## src/rtl/core/midi_track_note_extractor_macros.svh

```systemverilog
// ----------------------------------------------------------------------------
// midi_track_note_extractor_macros
// Assertion macros used by the note extractor RTL.
// ----------------------------------------------------------------------------
`ifndef MIDI_TRACK_NOTE_EXTRACTOR_MACROS_SVH
`define MIDI_TRACK_NOTE_EXTRACTOR_MACROS_SVH
// Implication checked at every rising edge outside reset.
`define MTNE_ASSERT_IMP(lbl, ante, cons, msg) \
  lbl: assert property (@(posedge clk_i) disable iff (!rst_ni) (ante) |-> (cons)) \
    else $error(msg);
// Next-cycle implication checked outside reset.
`define MTNE_ASSERT_NXT(lbl, ante, cons, msg) \
  lbl: assert property (@(posedge clk_i) disable iff (!rst_ni) (ante) |=> (cons)) \
    else $error(msg);
`endif

```

## src/rtl/core/mtne_pkg.sv

```systemverilog
// ----------------------------------------------------------------------------
// mtne_pkg
// Types and constants shared by the MIDI track note extractor.
// ----------------------------------------------------------------------------
`default_nettype none
package mtne_pkg;

  localparam int unsigned OpenNoteDepth = 16;

  typedef enum logic [3:0] {
    PH_IDLE, PH_MAGIC, PH_LEN, PH_DELTA, PH_STATUS, PH_NOTE_D1, PH_NOTE_D2,
    PH_META_TYPE, PH_META_LEN, PH_META_DATA, PH_SYS_LEN, PH_SKIP
  } phase_e;

  typedef enum logic [1:0] {
    KIND_NOTE = 2'd0, KIND_TEMPO = 2'd1, KIND_END = 2'd2, KIND_ERROR = 2'd3
  } kind_e;

  typedef enum logic [1:0] {
    ERR_NONE = 2'd0, ERR_MAGIC = 2'd1, ERR_STATUS = 2'd2, ERR_FULL = 2'd3
  } err_e;

  // One open note.
  typedef struct packed {
    logic [3:0]  channel;
    logic [6:0]  pitch;
    logic [6:0]  velocity;
    logic [31:0] start;
  } note_t;

  // Command broadcast from the parser to every table cell.
  typedef struct packed {
    logic       clear;   // discard every open note
    logic       push;    // append a note at the tail
    logic       remove;  // close the newest matching note
    logic [6:0] pitch;   // pitch searched by remove
    note_t      note;    // entry written by push
  } tbl_cmd_t;

endpackage
`default_nettype wire

```

## src/rtl/core/mtne_cell.sv

```systemverilog
// ----------------------------------------------------------------------------
// mtne_cell
// One slot of the ordered open-note table.
// ----------------------------------------------------------------------------
`default_nettype none
module mtne_cell import mtne_pkg::*; (
  input  wire logic     clk_i,
  input  wire logic     rst_ni,
  input  wire tbl_cmd_t cmd_i,
  input  wire logic     is_tail_i,   // this slot is the first free one
  input  wire logic     hit_above_i, // a newer slot matches the pitch
  input  wire logic     nb_valid_i,  // neighbor above holds a note
  input  wire note_t    nb_note_i,
  output logic          valid_o,
  output note_t         note_o,
  output logic          match_o,     // this slot matches the pitch
  output logic          hit_o        // this or a newer slot matches
);

  logic  valid_q, valid_d;
  note_t note_q, note_d;
  logic  shift;

  assign match_o = valid_q && (note_q.pitch == cmd_i.pitch);
  assign hit_o   = match_o || hit_above_i;
  // A remove is only issued when some slot matches, so the slots at or above
  // the newest match are exactly those with no match above them. They close
  // the gap by taking their neighbor.
  assign shift   = cmd_i.remove && !hit_above_i;

  always_comb begin
    valid_d = valid_q;
    note_d  = note_q;
    if (cmd_i.clear) begin
      valid_d = 1'b0;
    end else if (cmd_i.push && is_tail_i) begin
      valid_d = 1'b1;
      note_d  = cmd_i.note;
    end else if (shift) begin
      valid_d = nb_valid_i;
      note_d  = nb_note_i;
    end
  end

  always_ff @(posedge clk_i or negedge rst_ni) begin
    if (!rst_ni) begin
      valid_q <= 1'b0;
    end else begin
      valid_q <= valid_d;
    end
  end

  always_ff @(posedge clk_i) begin
    note_q <= note_d;
  end

  assign valid_o = valid_q;
  assign note_o  = note_q;

endmodule
`default_nettype wire

```

## src/rtl/core/mtne_table.sv

```systemverilog
// ----------------------------------------------------------------------------
// mtne_table
// Chain of cells holding open notes, oldest at slot zero.
// ----------------------------------------------------------------------------
`default_nettype none
module mtne_table import mtne_pkg::*; #(
  parameter int unsigned Depth = OpenNoteDepth
) (
  input  wire logic     clk_i,
  input  wire logic     rst_ni,
  input  wire tbl_cmd_t cmd_i,
  output logic          full_o,
  output logic          found_o,
  output note_t         found_note_o
);

  logic  [Depth-1:0] valid;
  logic  [Depth-1:0] match;
  logic  [Depth:0]   hit;
  note_t             note [Depth];
  note_t             pick [Depth+1];

  assign hit[Depth]  = 1'b0;
  assign pick[Depth] = '0;

  for (genvar g = 0; g < Depth; g++) begin : g_cell
    logic  tail;
    logic  nb_valid;
    note_t nb_note;
    if (g == 0) begin : g_first
      assign tail = !valid[0];
    end else begin : g_rest
      assign tail = valid[g-1] && !valid[g];
    end
    if (g == Depth - 1) begin : g_top
      assign nb_valid = 1'b0;
      assign nb_note  = '0;
    end else begin : g_mid
      assign nb_valid = valid[g+1];
      assign nb_note  = note[g+1];
    end
    mtne_cell u_cell (
      .clk_i, .rst_ni, .cmd_i,
      .is_tail_i(tail), .hit_above_i(hit[g+1]),
      .nb_valid_i(nb_valid), .nb_note_i(nb_note),
      .valid_o(valid[g]), .note_o(note[g]),
      .match_o(match[g]), .hit_o(hit[g])
    );
    // Newest match wins: a slot only passes its own note if none above hit.
    assign pick[g] = (match[g] && !hit[g+1]) ? note[g] : pick[g+1];
  end

  assign full_o       = valid[Depth-1];
  assign found_o      = hit[0];
  assign found_note_o = pick[0];

endmodule
`default_nettype wire

```

## src/rtl/core/midi_track_note_extractor.sv

```systemverilog
// ----------------------------------------------------------------------------
// midi_track_note_extractor
// Byte-serial MIDI track chunk parser that reports completed notes and tempo.
// ----------------------------------------------------------------------------
// Each byte is parsed in the cycle it is accepted, and its result, if any, is
// registered for the output at that same edge. The next byte is held off
// while busy_q is set, so the open-note chain can close its gap first.
// A result appears in the cycle after its byte and is held while the output
// is stalled.
// Reset clears the parser state, the table valid bits and the output valid.
`default_nettype none
`include "midi_track_note_extractor_macros.svh"
module midi_track_note_extractor import mtne_pkg::*; #(
  parameter int unsigned OPEN_NOTE_DEPTH = OpenNoteDepth
) (
  input  wire logic        clk_i,
  input  wire logic        rst_ni,
  input  wire logic        in_valid_i,
  output logic             in_stall_o,
  input  wire logic [7:0]  data_byte_i,
  input  wire logic        track_start_i,
  output logic             out_valid_o,
  input  wire logic        out_stall_i,
  output logic [1:0]       result_kind_o,
  output logic [1:0]       error_code_o,
  output logic [3:0]       channel_o,
  output logic [6:0]       pitch_o,
  output logic [6:0]       velocity_o,
  output logic [31:0]      start_tick_o,
  output logic [31:0]      duration_ticks_o,
  output logic [23:0]      tempo_usec_o
);

  localparam logic [7:0] MagicM = 8'h4D;
  localparam logic [7:0] MagicT = 8'h54;
  localparam logic [7:0] MagicR = 8'h72;
  localparam logic [7:0] MagicK = 8'h6B;
  localparam logic [7:0] StMeta = 8'hFF;
  localparam logic [7:0] StSysx = 8'hF0;
  localparam logic [7:0] StEsc  = 8'hF7;
  localparam logic [7:0] MetaEot = 8'h2F;
  localparam logic [7:0] MetaTempo = 8'h51;

  phase_e      phase_q, phase_d;
  logic [1:0]  midx_q, midx_d;
  logic [31:0] left_q, left_d;
  logic [27:0] vlq_q, vlq_d;
  logic [31:0] tick_q, tick_d;
  logic [7:0]  status_q, status_d;
  logic [6:0]  d1_q, d1_d;
  logic [7:0]  meta_q, meta_d;
  logic [27:0] skip_q, skip_d;
  logic [23:0] tempo_q, tempo_d;
  logic        busy_q;  // spare cycle after a byte for the table chain

  logic        res_v;
  logic [1:0]  res_kind, res_err;
  logic [3:0]  res_ch;
  logic [6:0]  res_pitch, res_vel;
  logic [31:0] res_start, res_dur;
  logic [23:0] res_tempo;

  logic        ov_q;
  logic [1:0]  ok_q, oe_q;
  logic [3:0]  och_q;
  logic [6:0]  op_q, ovel_q;
  logic [31:0] ost_q, odur_q;
  logic [23:0] otp_q;

  tbl_cmd_t    cmd;
  logic        full, found;
  note_t       fnote;

  // A byte is taken when the spare cycle is over and the output slot is free.
  logic take;
  assign in_stall_o = busy_q || (ov_q && out_stall_i);
  assign take       = in_valid_i && !in_stall_o;

  mtne_table #(.Depth(OPEN_NOTE_DEPTH)) u_table (
    .clk_i, .rst_ni, .cmd_i(cmd),
    .full_o(full), .found_o(found), .found_note_o(fnote)
  );

  logic [7:0]  b;
  logic [27:0] vlq_next;
  logic [31:0] left_dec;
  logic [27:0] skip_dec;
  assign b        = data_byte_i;
  assign vlq_next = {vlq_q[20:0], b[6:0]};
  assign left_dec = left_q - 32'd1;
  assign skip_dec = skip_q - 28'd1;

  always_comb begin
    phase_d  = phase_q;
    midx_d   = midx_q;
    left_d   = left_q;
    vlq_d    = vlq_q;
    tick_d   = tick_q;
    status_d = status_q;
    d1_d     = d1_q;
    meta_d   = meta_q;
    skip_d   = skip_q;
    tempo_d  = tempo_q;
    res_v    = 1'b0;
    res_kind = KIND_NOTE;
    res_err  = ERR_NONE;
    res_ch   = '0;
    res_pitch = '0;
    res_vel  = '0;
    res_start = '0;
    res_dur  = '0;
    res_tempo = '0;
    cmd      = '0;
    cmd.pitch = d1_q;
    cmd.note  = '{channel: status_q[3:0], pitch: d1_q, velocity: b[6:0], start: tick_q};

    if (take) begin
      phase_e ph;
      ph = phase_q;
      if (track_start_i) begin
        cmd.clear = 1'b1;
        tick_d = '0;
        left_d = '0;
        vlq_d  = '0;
        midx_d = '0;
        ph     = PH_MAGIC;
        phase_d = PH_MAGIC;
      end
      unique case (ph)
        PH_IDLE: ;
        PH_MAGIC: begin
          logic [7:0] exp_b;
          unique case (midx_d)
            2'd0: exp_b = MagicM;
            2'd1: exp_b = MagicT;
            2'd2: exp_b = MagicR;
            default: exp_b = MagicK;
          endcase
          if (b != exp_b) begin
            phase_d = PH_IDLE;
            cmd.clear = 1'b1;
            res_v = 1'b1; res_kind = KIND_ERROR; res_err = ERR_MAGIC;
          end else if (midx_d == 2'd3) begin
            midx_d = '0;
            left_d = '0;
            phase_d = PH_LEN;
          end else begin
            midx_d = midx_d + 2'd1;
          end
        end
        PH_LEN: begin
          left_d = {left_q[23:0], b};
          if (midx_q == 2'd3) begin
            midx_d = '0;
            if ({left_q[23:0], b} == 32'd0) begin
              phase_d = PH_IDLE;
              cmd.clear = 1'b1;
              res_v = 1'b1; res_kind = KIND_END;
            end else begin
              vlq_d = '0;
              phase_d = PH_DELTA;
            end
          end else begin
            midx_d = midx_q + 2'd1;
          end
        end
        default: begin
          left_d = left_dec;
          unique case (ph)
            PH_DELTA: begin
              vlq_d = vlq_next;
              if (!b[7]) begin
                tick_d = tick_q + {4'd0, vlq_next};
                vlq_d = '0;
                phase_d = PH_STATUS;
              end
            end
            PH_STATUS: begin
              status_d = b;
              if (!b[7]) begin
                phase_d = PH_IDLE;
                cmd.clear = 1'b1;
                res_v = 1'b1; res_kind = KIND_ERROR; res_err = ERR_STATUS;
              end else if (b == StMeta) begin
                phase_d = PH_META_TYPE;
              end else if (b == StSysx || b == StEsc) begin
                vlq_d = '0;
                phase_d = PH_SYS_LEN;
              end else if (b[7:4] == 4'hF) begin
                if (b == 8'hF2) begin
                  skip_d = 28'd2; phase_d = PH_SKIP;
                end else if (b == 8'hF1 || b == 8'hF3) begin
                  skip_d = 28'd1; phase_d = PH_SKIP;
                end else begin
                  vlq_d = '0; phase_d = PH_DELTA;
                end
              end else if (b[7:4] == 4'h8 || b[7:4] == 4'h9) begin
                phase_d = PH_NOTE_D1;
              end else begin
                skip_d = (b[7:4] == 4'hC || b[7:4] == 4'hD) ? 28'd1 : 28'd2;
                phase_d = PH_SKIP;
              end
            end
            PH_NOTE_D1: begin
              d1_d = b[6:0];
              phase_d = PH_NOTE_D2;
            end
            PH_NOTE_D2: begin
              vlq_d = '0;
              phase_d = PH_DELTA;
              if (status_q[7:4] == 4'h9 && b[6:0] != 7'd0) begin
                if (full) begin
                  res_v = 1'b1; res_kind = KIND_ERROR; res_err = ERR_FULL;
                end else begin
                  cmd.push = 1'b1;
                end
              end else if (found) begin
                cmd.remove = 1'b1;
                res_v = 1'b1; res_kind = KIND_NOTE;
                res_ch = fnote.channel;
                res_pitch = fnote.pitch;
                res_vel = fnote.velocity;
                res_start = fnote.start;
                res_dur = tick_q - fnote.start;
              end
            end
            PH_META_TYPE: begin
              meta_d = b;
              if (b == MetaEot) begin
                phase_d = PH_IDLE;
                cmd.clear = 1'b1;
                res_v = 1'b1; res_kind = KIND_END;
              end else begin
                vlq_d = '0;
                phase_d = PH_META_LEN;
              end
            end
            PH_META_LEN: begin
              vlq_d = vlq_next;
              if (!b[7]) begin
                if (vlq_next == '0) begin
                  vlq_d = '0; phase_d = PH_DELTA;
                end else begin
                  skip_d = vlq_next;
                  tempo_d = '0;
                  phase_d = PH_META_DATA;
                end
              end
            end
            PH_META_DATA: begin
              tempo_d = {tempo_q[15:0], b};
              skip_d = skip_dec;
              if (skip_dec == '0) begin
                vlq_d = '0; phase_d = PH_DELTA;
                if (meta_q == MetaTempo) begin
                  res_v = 1'b1; res_kind = KIND_TEMPO;
                  res_tempo = {tempo_q[15:0], b};
                end
              end
            end
            PH_SYS_LEN: begin
              vlq_d = vlq_next;
              if (!b[7]) begin
                if (vlq_next == '0) begin
                  vlq_d = '0; phase_d = PH_DELTA;
                end else begin
                  skip_d = vlq_next; phase_d = PH_SKIP;
                end
              end
            end
            PH_SKIP: begin
              skip_d = skip_dec;
              if (skip_dec == '0) begin
                vlq_d = '0; phase_d = PH_DELTA;
              end
            end
            default: begin
              phase_d = PH_IDLE;
              cmd.clear = 1'b1;
            end
          endcase
          // Byte count exhausted ends the track after this byte.
          if (phase_d != PH_IDLE && left_dec == '0) begin
            phase_d = PH_IDLE;
            cmd.clear = 1'b1;
            cmd.push = 1'b0;
            if (!res_v) begin
              res_v = 1'b1; res_kind = KIND_END; res_err = ERR_NONE;
            end
          end
        end
      endcase
    end
  end

  always_ff @(posedge clk_i or negedge rst_ni) begin
    if (!rst_ni) begin
      phase_q <= PH_IDLE;
      midx_q <= '0; left_q <= '0; vlq_q <= '0; tick_q <= '0;
      status_q <= '0; d1_q <= '0; meta_q <= '0; skip_q <= '0; tempo_q <= '0;
      busy_q <= 1'b0;
      ov_q   <= 1'b0;
    end else begin
      phase_q <= phase_d;
      midx_q <= midx_d; left_q <= left_d; vlq_q <= vlq_d; tick_q <= tick_d;
      status_q <= status_d; d1_q <= d1_d; meta_q <= meta_d;
      skip_q <= skip_d; tempo_q <= tempo_d;
      busy_q <= take;
      if (take) begin
        ov_q <= res_v;
      end else if (!out_stall_i) begin
        ov_q <= 1'b0;
      end
    end
  end

  always_ff @(posedge clk_i) begin
    if (take) begin
      ok_q <= res_kind; oe_q <= res_err; och_q <= res_ch; op_q <= res_pitch;
      ovel_q <= res_vel; ost_q <= res_start; odur_q <= res_dur; otp_q <= res_tempo;
    end
  end

  assign out_valid_o      = ov_q;
  assign result_kind_o    = ok_q;
  assign error_code_o     = oe_q;
  assign channel_o        = och_q;
  assign pitch_o          = op_q;
  assign velocity_o       = ovel_q;
  assign start_tick_o     = ost_q;
  assign duration_ticks_o = odur_q;
  assign tempo_usec_o     = otp_q;

  `MTNE_ASSERT_NXT(a_spare_cycle, take, in_stall_o, "byte taken without spare cycle")
  `MTNE_ASSERT_IMP(a_no_take_full, ov_q && out_stall_i, !take, "byte taken over held result")
  `MTNE_ASSERT_NXT(a_idle_clears, take && res_v && phase_d == PH_IDLE,
    !u_table.found_o, "table not cleared at track end")
  `MTNE_ASSERT_IMP(a_err_kind, ov_q && oe_q != ERR_NONE, ok_q == KIND_ERROR,
    "error code on non-error result")

endmodule
`default_nettype wire

```

## config.mk

```make
export PLATFORM = sky130hd
export DESIGN_NAME = midi_track_note_extractor
export DESIGN_NICKNAME = d
export VERILOG_FILES = /design/src/rtl/core/mtne_pkg.sv /design/src/rtl/core/mtne_cell.sv /design/src/rtl/core/mtne_table.sv /design/src/rtl/core/midi_track_note_extractor.sv
export VERILOG_INCLUDE_DIRS = /design/src /design/src/rtl/core
export SDC_FILE = /design/constraint.sdc
export NUM_CORES = 2
export LEC_CHECK = 0
export BUFFER_PORTS_ARGS = -buffer_cell sky130_fd_sc_hd__buf_2
export CAP_MARGIN = 20
export CORE_MARGIN = 2
export CORE_UTILIZATION = 30
export DETAILED_ROUTE_END_ITERATION = 6
export GPL_TIMING_DRIVEN = 0
export PLACE_DENSITY = 0.55
export SYNTH_ARGS = -nofsm -noshare
export SYNTH_HDL_FRONTEND = slang
export SYNTH_SLANG_ARGS = --single-unit
```

## constraint.sdc

```tcl
create_clock -name clk_i -period 16.5 [get_ports clk_i]
set_input_delay 0 -clock clk_i [delete_from_list [all_inputs] [get_ports clk_i]]
set_output_delay 0 -clock clk_i [all_outputs]
set_load 0.05 [all_outputs]
```

# == Word-level counts from Yosys, hierarchy flattened ==
# Cells that the tools add are included.
# Widths: inputs -> output; s select.
# totals
register_bits,1093
input_bits,13
out_inout_bits,112
# classes
addsub,6
n_eq_ne,56
n_mux,219
n_bitwise,7
n_reduce_logical,204
# op_table
operator,n
$mux 50,48
$mux 28,23
$mux 32,7
$pmux 28 s6,1
$eq 7x7->1,16
$pmux 32 s3,1
$mux 4,22
$pmux 28 s3,1
$logic_and 1x1->1,81
$mux 1,75
$logic_not 32->1,2
$logic_not 28->1,2
$pmux 28 s2,1
$reduce_bool 3->1,17
$eq 8x8->1 const B,6
$mux 2,22
$eq 4x4->1 const B,10
$reduce_bool 2->1,17
$add 32x28->32,1
$logic_not 1->1,32
$mux 16,2
$pmux 16 s2,1
$pmux 4 s8,1
$reduce_and 2->1,16
38 further kinds,87

# == Logic depth before layout (Yosys ltp) ==
# logic_depth
depth_word,27
ltp_mapped,31
ltp_nobuf,27

# == Cells and area by module ==
# Synthesis repeated with hierarchy kept, for this count alone.
# unflattened
cells_unflattened,4881
hier_area_um2,61969.4
# by_module_without_submodules
mod,instances,cells_each,area_each_um2,seq_area_each_um2
mtne_cell,16,123,2446.1,1526.5
midi_track_note_extractor,1,1711,15879.0,7307.0
mtne_table,1,1202,6952.9,0.0

# == Least setup slack after synthesis ==
# No wires, ideal clock.
# synth_path
kind,register to register
startpoint,register left_q[16]
endpoint,"register u_table.g_cell[13].u_cell.note_q (netlist bit u_table.g_cell[13].u_cell.note_o[0]), enable pin"
arrival_time_ns,6.073
t_required_ns,16.026
setup_slack_ns,9.952
path_stages_with_launch,16
path_cell_list,dfrtp_1 -> or3_4 -> or4_1 -> or3_1 -> buf_2 -> or2_1 -> or3_1 -> xor2_1 -> nand3_1 -> nor3_1 -> nand2b_4 -> nor3_4 -> buf_6 -> nand3b_4 -> buf_4 -> a21oi_1
# synth_between
elab_chain_len,9
# synth_lines
item,line_no,rtl
"start, declared",midi_track_note_extractor.sv:46,"logic [31:0] left_q, left_d;"
"start signal, assigned",midi_track_note_extractor.sv:305,midx_q <= midx_d; left_q <= left_d; vlq_q <= vlq_d; tick_q <= tick_d;
$sub 32x1->32,midi_track_note_extractor.sv:90,assign left_dec = left_q - 32'd1;
$logic_not 32->1,midi_track_note_extractor.sv:283,if (phase_d != PH_IDLE && left_dec == '0) begin
$logic_and 1x1->1,midi_track_note_extractor.sv:283,
$mux 2,midi_track_note_extractor.sv:283,
$mux 2,midi_track_note_extractor.sv:129,unique case (ph)
$mux 3 (*),midi_track_note_extractor.sv:117,if (take) begin
$logic_and 1x1->1,mtne_cell.sv:36,end else if (cmd_i.push && is_tail_i) begin
$reduce_bool 2->1 (no line),-,
$reduce_and 2->1 (no line) (*),-,
"end signal, assigned",mtne_cell.sv:54,note_q <= note_d;
"end, declared",mtne_cell.sv:21,"note_t note_q, note_d;"
# Every way passes the cells marked *; elsewhere a longest branch is shown, timed or not.
# A chain may end at the register's enable or synchronous reset.

==> metrics.md <==
| Metric | Value |
|---|---|
| Die ar. | `193000 um2` |
| Total power draw | `6.75 mW` |
| Core Area | `188000 um2` |
| Largest net degree at the start of global routing | `93` |
| #FFs+latches synth | `1086` |
| WP depth | `29` |
| Post-Syn Instances | `4583` |
| Net count, final | `4969` |
| Non-filler cells, final | `7491` |
| Leakage | `18.9 nW` |
| VDD IR max | `91.4 uV` |
| Routed WL | `197000 um` |
| Synth warnings | `0` |
| Register area share after synthesis | `55.9%` |
| Gpl congestion | `0.895` |
| CP Launch Type | `flop` |
| Setup Skew | `34.5 ps` |
| Final Hold Vio Count | `0` |
| R2R Setup Slk | `6640 ps` |
| Count leader, synth | `edfxtp_1` |
| Die width | `439 um` |
| Sequential Power Share | `45.7%` |
| Site Rows | `159` |
| Post-synthesis net count | `4664` |
| First-pass GRT wire length | `283000 um` |
| Vias in the first global route | `39575` |
| Area after DPL | `61500 um2` |
| Hold path startpoint | `out_stall_i` |
| Clock buffer count from CTS | `117` |
| Antenna violations before repair | `19` |
| # setup viols final | `0` |
| Clk_lat worst skew | `760 ps` |
| Crit path buffers/inverters | `6` |
| H-tree Lvls | `3` |
| Vias after detailed routing | `40493` |
| Sw power | `1.93 mW` |
| Cell Area, Synth | `56800 um2` |
| EDFF count, synth | `910` |
| Internal Power | `4.82 mW` |
| Distinct cell type count after synthesis | `83` |
| Worst Path Arrival | `10360 ps` |
| Slew Limit Headroom | `17.9%` |
| Final ANT Viol Nets | `0` |
| RSZ-0062 raised after global routing | `false` |
| Fin util | `34.9%` |
| Max clock buf depth | `3` |
| R2R Path Start | `d1_q[0]` |
| Placed Cells incl. Taps | `7243` |
| Slowest cell on the critical path | `clkbuf_1` |
| Average cell area after synthesis | `12.4 um2` |
| Post-synth ARST share | `16.2%` |
| Reg2Reg Depth | `29` |
| Crit Path Max Fanout | `11` |
| Ratio of cells with drive above 1 in the final layout | `17.7%` |
| Combinational cell fraction of total power | `15.0%` |
| Final min period | `9860 ps` |
| R2r endpoint | `duration_ticks_o[30]` |
| Clk sinks | `1086` |
| Starting Density | `30.2%` |
| Proportion of netlist area held by the largest area contributor | `48.1%` |
| Crit path largest cell delay | `810 ps` |
| Slew @ Worst Pin | `1230 ps` |
| Top post-synthesis cells by area | `edfxtp_1, dfrtp_1, mux2_1` |
| Worst EP required | `17000 ps` |
| Port bufs | `124` |
| Post-Route Setup TNS | `0 ps` |
| PwrDens | `103 nW/um2` |
| Wire per inst | `26.3 um` |
| Initial DRC Count | `4941` |
| Pins Over Slew Limit | `0` |
| Grt ovf | `0` |
| Pre-antenna DRT Iters | `7` |
| Post-route cell area | `65500 um2` |
| Post-synth top cells | `edfxtp_1, mux2_1, mux2_2, nand2_1, nor2_1` |
| Critical path endpoint category | `flop` |
| Post-DP HPWL | `155000 um` |
| Clock power frac | `39.4%` |
| Root buf cell | `clkbuf_16` |
| End of the worst hold path | `out_valid_o` |
| WHS Path Cells | `3` |
| Max-Cap Viols | `0` |
| Status | `complete, no violations` |
| Post-CTS setup buffer count | `0` |
| Sw Ratio | `28.6%` |
| Chip height | `439 um` |
| HP Class | `in2reg` |
| # IOs | `125` |
| TritonCTS clock tree | `yes` |
| Most common flop cell mapped by yosys | `edfxtp_1` |
| Clock-pin slew on the worst setup and hold paths | `60 ps` |
| Worst path top cell family by delay | `buffers and inverters` |
| Fin crit share | `59.7%` |
| Yosys top cell by area | `edfxtp_1` |
| Via/cell ratio | `5.41` |
| DRC | `0` |
| GRT Total Usage | `19.9%` |
| Fmax achieved | `101 MHz` |
| Synth-to-layout area growth | `15.5%` |
| Worst setup path class | `reg2reg` |
-- state kept, by name, indices dropped and copies added (netlist names), 4 cells and up --
signal                         flops
channel_o                          4
d1_q                               7
duration_ticks_o                  32
left_q                            32
meta_q                             8
phase_q                            4
pitch_o                            7
skip_q                            28
start_tick_o                      32
status_q                           8
tempo_q                           16
tempo_usec_o                      24
tick_q                            32
u_table.g_cell.u_cell.note_o     800
u_table.g_cell.u_cell.valid_o     16
velocity_o                         7
vlq_q                             21
-- repair_timing --
action,4_1_cts,5_1_grt
hold endpoints to repair,199,0
resized for setup,0,0
hold buffers,16,0
-- per-stage QoR --
stage,worst slack [ps],hold WS (ps)
after floorplan,9950,-296
after global placement,5770,293
after detailed placement,6830,51.2
after CTS,6750,16.3
after global routing,6130,72.2
final,6640,72.1
-- worst register-to-register path, delay by kind of cell (launching register included) --
kind / cells / cell delay (ps)
AO/OA/AOI/OAI: 10 / 3040
XOR/XNOR: 2 / 370
adder cells (fa/ha/maj): 2 / 700
buffers and inverters: 6 / 3110
flip-flops: 1 / 370
AND/OR/NAND/NOR: 9 / 2000
-- routing by layer --
layer / vias up / GRT usage, % / part of all wire (%)
met5: - / 0 / 0.036
met4: 12 / 7.54 / 3.7
met3: 295 / 2.59 / 6.8
met2: 1708 / 32.1 / 46
met1: 20269 / 27.3 / 43
li1: 18209 / - / -
-- cell families after synthesis --
| kind of cell | count (synthesis) | synth area share (%) |
|---|---|---|
| XOR/XNOR | 185 | 2.85 |
| buffers and inverters | 404 | 3.16 |
| AND/OR/NAND/NOR | 1111 | 9.78 |
| flip-flops | 1086 | 55.9 |
| adder cells (fa/ha/maj) | 68 | 1.53 |
| AO/OA/AOI/OAI | 929 | 11.0 |
| multiplexers | 800 | 15.8 |
-- power by group through the flow --
| stage | sequential (mW) | clock [mW] | combinational [mW] |
|---|---|---|---|
| global placement | 3.14 | 0 | 0.972 |
| global route | 3.09 | 2.79 | 1.10 |
| floorplan | 3.21 | 0 | 0.613 |
| finish | 3.08 | 2.66 | 1.01 |
| detailed placement | 3.14 | 0 | 0.988 |
| CTS | 3.08 | 2.69 | 0.999 |
-- layout make-up --
type / count / area, um2
timing repair buffer: 186 / 1590
buffer: 348 / 1590
clock buffer: 160 / 3270
clock inverter: 59 / 542
inverter: 56 / 210
tap: 2495 / 3120
multi-input combinational: 3093 / 23500
fill: 18466 / 122000
antenna: 8 / 20.0
sequential: 1086 / 31700
-- placed cells by master (no fill, tap or decap), types with 26 or more instances in the layout --
master / netlist / routed
mux2i_1: 30 / 30
a211oi_1: 27 / 27
a222oi_1: 32 / 32
clkbuf_1: 228 / 257
buf_4: 60 / 66
a221oi_1: 63 / 63
mux2_2: 383 / 383
nor4_1: 34 / 30
a21o_1: 26 / 26
and2_1: 91 / 91
a22oi_1: 129 / 129
nand4_1: 51 / 51
a31oi_1: 39 / 39
nor3_1: 93 / 91
ha_1: 66 / 66
xor2_1: 76 / 76
edfxtp_1: 910 / 910
nand3_1: 107 / 107
inv_1: 55 / 55
clkbuf_16: 0 / 120
buf_2: 36 / 161
mux2_1: 387 / 387
a22o_1: 48 / 48
xnor2_1: 109 / 109
or3_1: 28 / 28
and3_1: 27 / 27
dfrtp_1: 176 / 176
nand2_1: 284 / 284
a21oi_1: 209 / 193
o21ai_0: 205 / 205
nor2_1: 277 / 277
-- how the worst max path moves through the flow --
stage	start	end
global route	d1_q[0]	duration_ticks_o[30]
global placement	d1_q[0]	duration_ticks_o[31]
CTS	d1_q[0]	duration_ticks_o[31]
detailed placement	d1_q[0]	duration_ticks_o[31]
finish	d1_q[0]	duration_ticks_o[30]
floorplan	left_q[16]	u_table.g_cell[13].u_cell.note_o[0]
Power figures use the tool's default switching activity.
